`config.mk`:
```
export PLATFORM = sky130hd
export DESIGN_NAME = bpmd_dpcm
export DESIGN_NICKNAME = d
export VERILOG_FILES = /design/src/hw/rtl/bpmd_pkg.sv /design/src/hw/rtl/bpmd_dpcm.sv
export SDC_FILE = /design/constraint.sdc
export NUM_CORES = 1
export LEC_CHECK = 0
export BUFFER_PORTS_ARGS = -buffer_cell sky130_fd_sc_hd__buf_2
export CAP_MARGIN = 5
export CORE_AREA = 2 2 398 400
export DETAILED_ROUTE_END_ITERATION = 12
export DIE_AREA = 0 0 400 402
export GPL_TIMING_DRIVEN = 0
export PLACE_DENSITY = 0.39
export RECOVER_POWER = 100
export SLEW_MARGIN = 5
export SYNTH_ARGS = -nofsm -noshare
export SYNTH_HDL_FRONTEND = slang
export SYNTH_SLANG_ARGS = --single-unit
```
`constraint.sdc`:
```
create_clock -name vclk -period 13.2
set_input_delay 0.66 -clock vclk [all_inputs]
set_output_delay 0.66 -clock vclk [all_outputs]
set_load 0.005 [all_outputs]
```
`src/hw/rtl/bpmd_pkg.sv`:
```
// Shared types, constants and helpers for the block median DPCM predictor.
// Used by bpmd_dpcm and block_pixel_median_dpcm_top; no dependencies.
package bpmd_pkg;

   localparam int DATA_W     = 12;
   localparam int RES_W      = 13;
   localparam int CSR_IDX_W  = 2;
   localparam int CSR_DATA_W = 9;
   localparam int BPR_W      = 9;
   localparam int BSIZE_W    = 5;

   typedef logic signed [DATA_W-1:0] sample_type;
   typedef logic signed [RES_W-1:0]  result_type;

   localparam sample_type DC_START = 12'sh080;
   localparam sample_type SAT_HI   = 12'sh7FF;
   localparam sample_type SAT_LO   = 12'sh800;

   // register indexes of the configuration port
   localparam logic [CSR_IDX_W-1:0] CSR_MODE  = 2'd0;
   localparam logic [CSR_IDX_W-1:0] CSR_BPR   = 2'd1;
   localparam logic [CSR_IDX_W-1:0] CSR_BSIZE = 2'd2;

   localparam logic MODE_DPCM = 1'b0;
   localparam logic MODE_PASS = 1'b1;
   localparam logic FUNC_FWD  = 1'b0;
   localparam logic FUNC_INV  = 1'b1;

   localparam logic               MODE_RST  = MODE_DPCM;
   localparam logic [BPR_W-1:0]   BPR_RST   = 9'd64;
   localparam logic [BSIZE_W-1:0] BSIZE_RST = 5'd8;

   // position flags of one item, carried from the front end to the datapath
   typedef struct packed {
      logic inverse;
      logic first_blk;
      logic first_row;
      logic top_row;
      logic col_zero;
      logic last_col;
      logic bcol_zero;
      logic bcol_last;
      logic done;
   } ctl_type;

   function automatic sample_type median3(input sample_type a, input sample_type b,
                                          input sample_type c);
      sample_type lo;
      sample_type hi;
      sample_type m;
      lo = (a < b) ? a : b;
      hi = (a < b) ? b : a;
      if (c <= lo) m = lo;
      else if (c >= hi) m = hi;
      else m = c;
      return m;
   endfunction

endpackage

```
`src/hw/rtl/bpmd_dpcm.sv`:
```
// Neighbor selection, median prediction and residual/reconstruction math.
// Purely combinational; depends on bpmd_pkg.
module bpmd_dpcm #(
   parameter int MAX_BLOCK_SIZE = 16
) (
   input  bpmd_pkg::ctl_type                              ctl,
   input  logic                                           mode,
   input  logic [$clog2(MAX_BLOCK_SIZE)-1:0]              col,
   input  logic [$clog2(MAX_BLOCK_SIZE)-1:0]              row,
   input  bpmd_pkg::sample_type                           x,
   input  bpmd_pkg::sample_type [MAX_BLOCK_SIZE-1:0]      cur_row,
   input  bpmd_pkg::sample_type [MAX_BLOCK_SIZE-1:0]      up_row,
   input  bpmd_pkg::sample_type [MAX_BLOCK_SIZE-1:0]      rgt_col,
   input  bpmd_pkg::sample_type [MAX_BLOCK_SIZE-1:0]      bot_here,
   input  bpmd_pkg::sample_type [MAX_BLOCK_SIZE-1:0]      bot_next,
   output bpmd_pkg::result_type                           result,
   output bpmd_pkg::sample_type                           store
);
   import bpmd_pkg::*;

   localparam int CW = $clog2(MAX_BLOCK_SIZE);

   logic [CW-1:0] cm1;
   logic [CW-1:0] cp1;
   sample_type    left;
   sample_type    up;
   sample_type    ur;
   sample_type    pred;
   sample_type    sat;
   result_type    sum;
   result_type    diff;

   always_comb begin
      cm1  = ctl.col_zero ? col : col - 1'b1;
      cp1  = ctl.last_col ? col : col + 1'b1;
      left = cur_row[cm1];
      up   = up_row[col];
      // last column: upper-left stands in for upper-right
      ur   = ctl.last_col ? up_row[cm1] : up_row[cp1];
      if (ctl.first_blk || ctl.first_row) begin
         if (ctl.col_zero) left = ctl.first_blk ? up_row[0] : rgt_col[row];
      end else if (ctl.top_row) begin
         up = bot_here[col];
         if (ctl.col_zero) left = ctl.bcol_zero ? bot_here[col] : rgt_col[0];
         if (ctl.last_col) begin
            ur = (ctl.bcol_last && !ctl.bcol_zero) ? bot_here[cm1] : bot_next[0];
         end else begin
            ur = bot_here[cp1];
         end
      end else begin
         if (ctl.col_zero) left = ctl.bcol_zero ? up_row[0] : rgt_col[row];
      end
      pred = median3(left, up, ur);
      // top row with no block above: left neighbor only
      if ((ctl.first_blk || ctl.first_row) && ctl.top_row) begin
         if (!ctl.col_zero) pred = cur_row[cm1];
         else pred = ctl.first_blk ? DC_START : rgt_col[0];
      end
   end

   always_comb begin
      sum  = result_type'(x) + result_type'(pred);
      diff = result_type'(x) - result_type'(pred);
      if (sum > result_type'(SAT_HI)) sat = SAT_HI;
      else if (sum < result_type'(SAT_LO)) sat = SAT_LO;
      else sat = sum[DATA_W-1:0];
      if (mode == MODE_PASS) begin
         result = result_type'(x);
         store  = x;
      end else if (ctl.inverse == FUNC_INV) begin
         result = result_type'(sat);
         store  = sat;
      end else begin
         result = diff;
         store  = x;
      end
   end

endmodule

```
==> results.json <==
{
  "outcome": "finished, final reports clean",
  "wl_met2_mm": 71.72,
  "finalInstanceArea_um2": 23500,
  "power_w": 0.002171,
  "io_pins": 1015,
  "period_share_pct": 94.63,
  "rsz0062_at_grt": "no",
  "required_ns": 12.54,
  "seq_area_um2": 0,
  "clkbuf_count": 0,
  "initial_core_util_pct": 10.42,
  "ys_seq_area_share_pct": 0,
  "wl_met1_mm": 66.08,
  "top_layer": "met5",
  "synth_fp_nets": 2482,
  "hold_ws_ns": 1.655,
  "drcViolationCount": 0,
  "leakage_nw": 9.073,
  "cp.arrival_ns": 11.83,
  "grt_pass1_vias": 19420,
  "tns_ns": 0,
  "globalplace.congestion": 0.9448,
  "criticalPathCategory": "input pin to output port",
  "max_freq_mhz": 80.06,
  "drive_above_1_share_pct": 62.38,
  "final-max-slew-violation-count": 0,
  "drt-initial-drc-count": 1905,
  "nNetsFinal": 3314,
  "nFillCells": 17890,
  "track_usage_pct": 18.63,
  "die_x_um": 400,
  "ys_warn_count": 0,
  "syn_avg_cell_area_um2": 11.50,
  "yosysUniqueCellTypes": 74,
  "dr.pass1.iters": 5,
  "dpl-instance-area_um2": 23130,
  "antenna_found_initial": 155,
  "crit_path_start": "col[1]",
  "syn-cell-area_um2": 16370,
  "multi_input_area_um2": 15610,
  "port_buffers": 824,
  "min_period_ns": 12.49,
  "crit_path_max_incr_delay_ns": 0.55,
  "via_count": 19680,
  "core_region_area_um2": 157100,
  "grt_pass1_wl_mm": 197.8,
  "cp_top_family": "compound AO/OA/AOI/OAI gates",
  "drv_cap": 0,
  "met3WireLength_mm": 14.97,
  "crit_path_end": "result[3]",
  "slew_headroom_pct": 7.863,
  "finalHoldViolations": 0,
  "netlist_instances": 1424,
  "dp_hpwl_mm": 138.6,
  "wl_per_cell_um": 35.70,
  "ant_nets": 0,
  "path_max_fanout": 11,
  "grt_max_degree": 20,
  "irDropWorstVdd_v": 0.00006767,
  "worst_setup_path_end_kind": "output port",
  "die_height_um": 402,
  "setup_viol": 0,
  "grt_overflow": 0,
  "wirelength_mm": 156.8,
  "worst_slew_pin_slew_ns": 1.382,
  "path_buf_inv": 13,
  "seq_cell_count": 0,
  "critPathLaunchType": "input pin",
  "hold_path.class": "input pin to output port",
  "worstSetupPathDepth": 43,
  "power_per_cell_area_nw_per_um2": 92.37,
  "viasPerCell": 4.480,
  "slowest_stage": "buf_2",
  "syn2layout_area_growth_pct": 43.56,
  "dieArea_um2": 160800,
  "core.rowCount": 146
}
-- worst min-delay path by stage --
stage,startpoint,endpoint,slack [ns],cells past startpoint
final,x[0],store[0],1.65,4
after global routing,x[0],store[0],1.68,4
after CTS,x[0],store[0],1.66,4
after detailed placement,x[0],store[0],1.67,4
after global placement,x[0],store[0],1.67,4
after floorplan,x[10],store[10],1.41,2
-- cell usage after synthesis (all sizes together), types with 8 or more instances --
cell type / instances / area share (%)
clkbuf: 74 / 1.7
o31ai: 8 / 0.37
nand2: 152 / 3.5
mux2: 15 / 1.1
inv: 33 / 0.76
mux4: 436 / 60
ha: 66 / 5.0
nor2b: 23 / 0.88
o21ai: 61 / 1.9
nor3: 12 / 0.37
nand3: 9 / 0.28
and2: 12 / 0.46
a211oi: 37 / 1.7
a21o: 11 / 0.50
o221a: 9 / 0.62
a311o: 9 / 0.55
buf: 85 / 2.9
a21oi: 83 / 2.5
nand2b: 11 / 0.42
xnor2: 19 / 1.2
nor2: 22 / 0.50
o22ai: 18 / 0.69
mux2i: 82 / 5.1
o221ai: 25 / 1.3
-- power breakdown --
part | switching [W] | internal (W)
Combinational | 0.00127 | 0.000902
Sequential | 0 | 0
Clock | 0 | 0.000000000454
-- kinds of logic after synthesis --
logic type / share of synthesized area (%)
adders and majority gates: 5.350
and+or+nand+nor: 7.758
xor gates and xnor gates: 1.475
AOI/OAI and AO/OA: 13.90
buffers and inverters: 5.366
muxes: 66.15
-- layout make-up --
cell class	instances	area share [%]
multi-input cells	1231	66.41
repair buffers	831	17.78
well taps	2072	11.03
plain buffers	158	3.530
diodes	66	0.7028
inverters	34	0.5431
-- placed cells by master (no fill, tap or decap), types with 11 or more instances in the layout --
cell type	count
a211oi_1	35
a21o_1	11
a21oi_1	82
and2_1	12
buf_1	13
buf_2	868
buf_4	17
buf_6	11
clkbuf_1	62
diode_2	66
ha_1	66
inv_1	32
mux2_2	12
mux2i_1	81
mux4_2	436
nand2_1	152
nand2b_1	11
nor2_1	22
nor2b_1	23
nor3_1	12
o21ai_0	52
o221ai_1	24
o22ai_1	18
xnor2_1	14
-- routing by layer --
| layer | vias to the layer above | track usage [%] |
|---|---|---|
| li1 | 7958 | - |
| met1 | 10150 | 24.78 |
| met2 | 1223 | 29.93 |
| met3 | 247 | 5.539 |
| met4 | 100 | 3.266 |
| met5 | - | 0 |
-- worst min-delay path: stages --
cell and delay, ns:
buf_2 0.11, nand2_1 0.04, o21ai_0 0.06, buf_2 0.12
-- metrics by stage --
| stage | setup slack, ns | util, % | instances |
|---|---|---|---|
| finish | 0.7088 | 14.96 | 4392 |
| CTS | 0.2015 | 14.82 | 4324 |
| global route | 0.02799 | 14.90 | 4354 |
| global placement | -2.484 | 14.70 | 4320 |
| floorplan | 2.829 | - | 1424 |
| detailed placement | -2.465 | 14.72 | 4321 |
-- repair_timing --
| item | CTS | global route |
|---|---|---|
| setup buffers | 4 | 2 |
| setup endpoints to repair | 25 | 20 |
| pin swaps | 0 | 1 |
| resized for setup | 53 | 14 |
| hold buffers | 0 | 0 |
(Power assumes the default switching activity.)
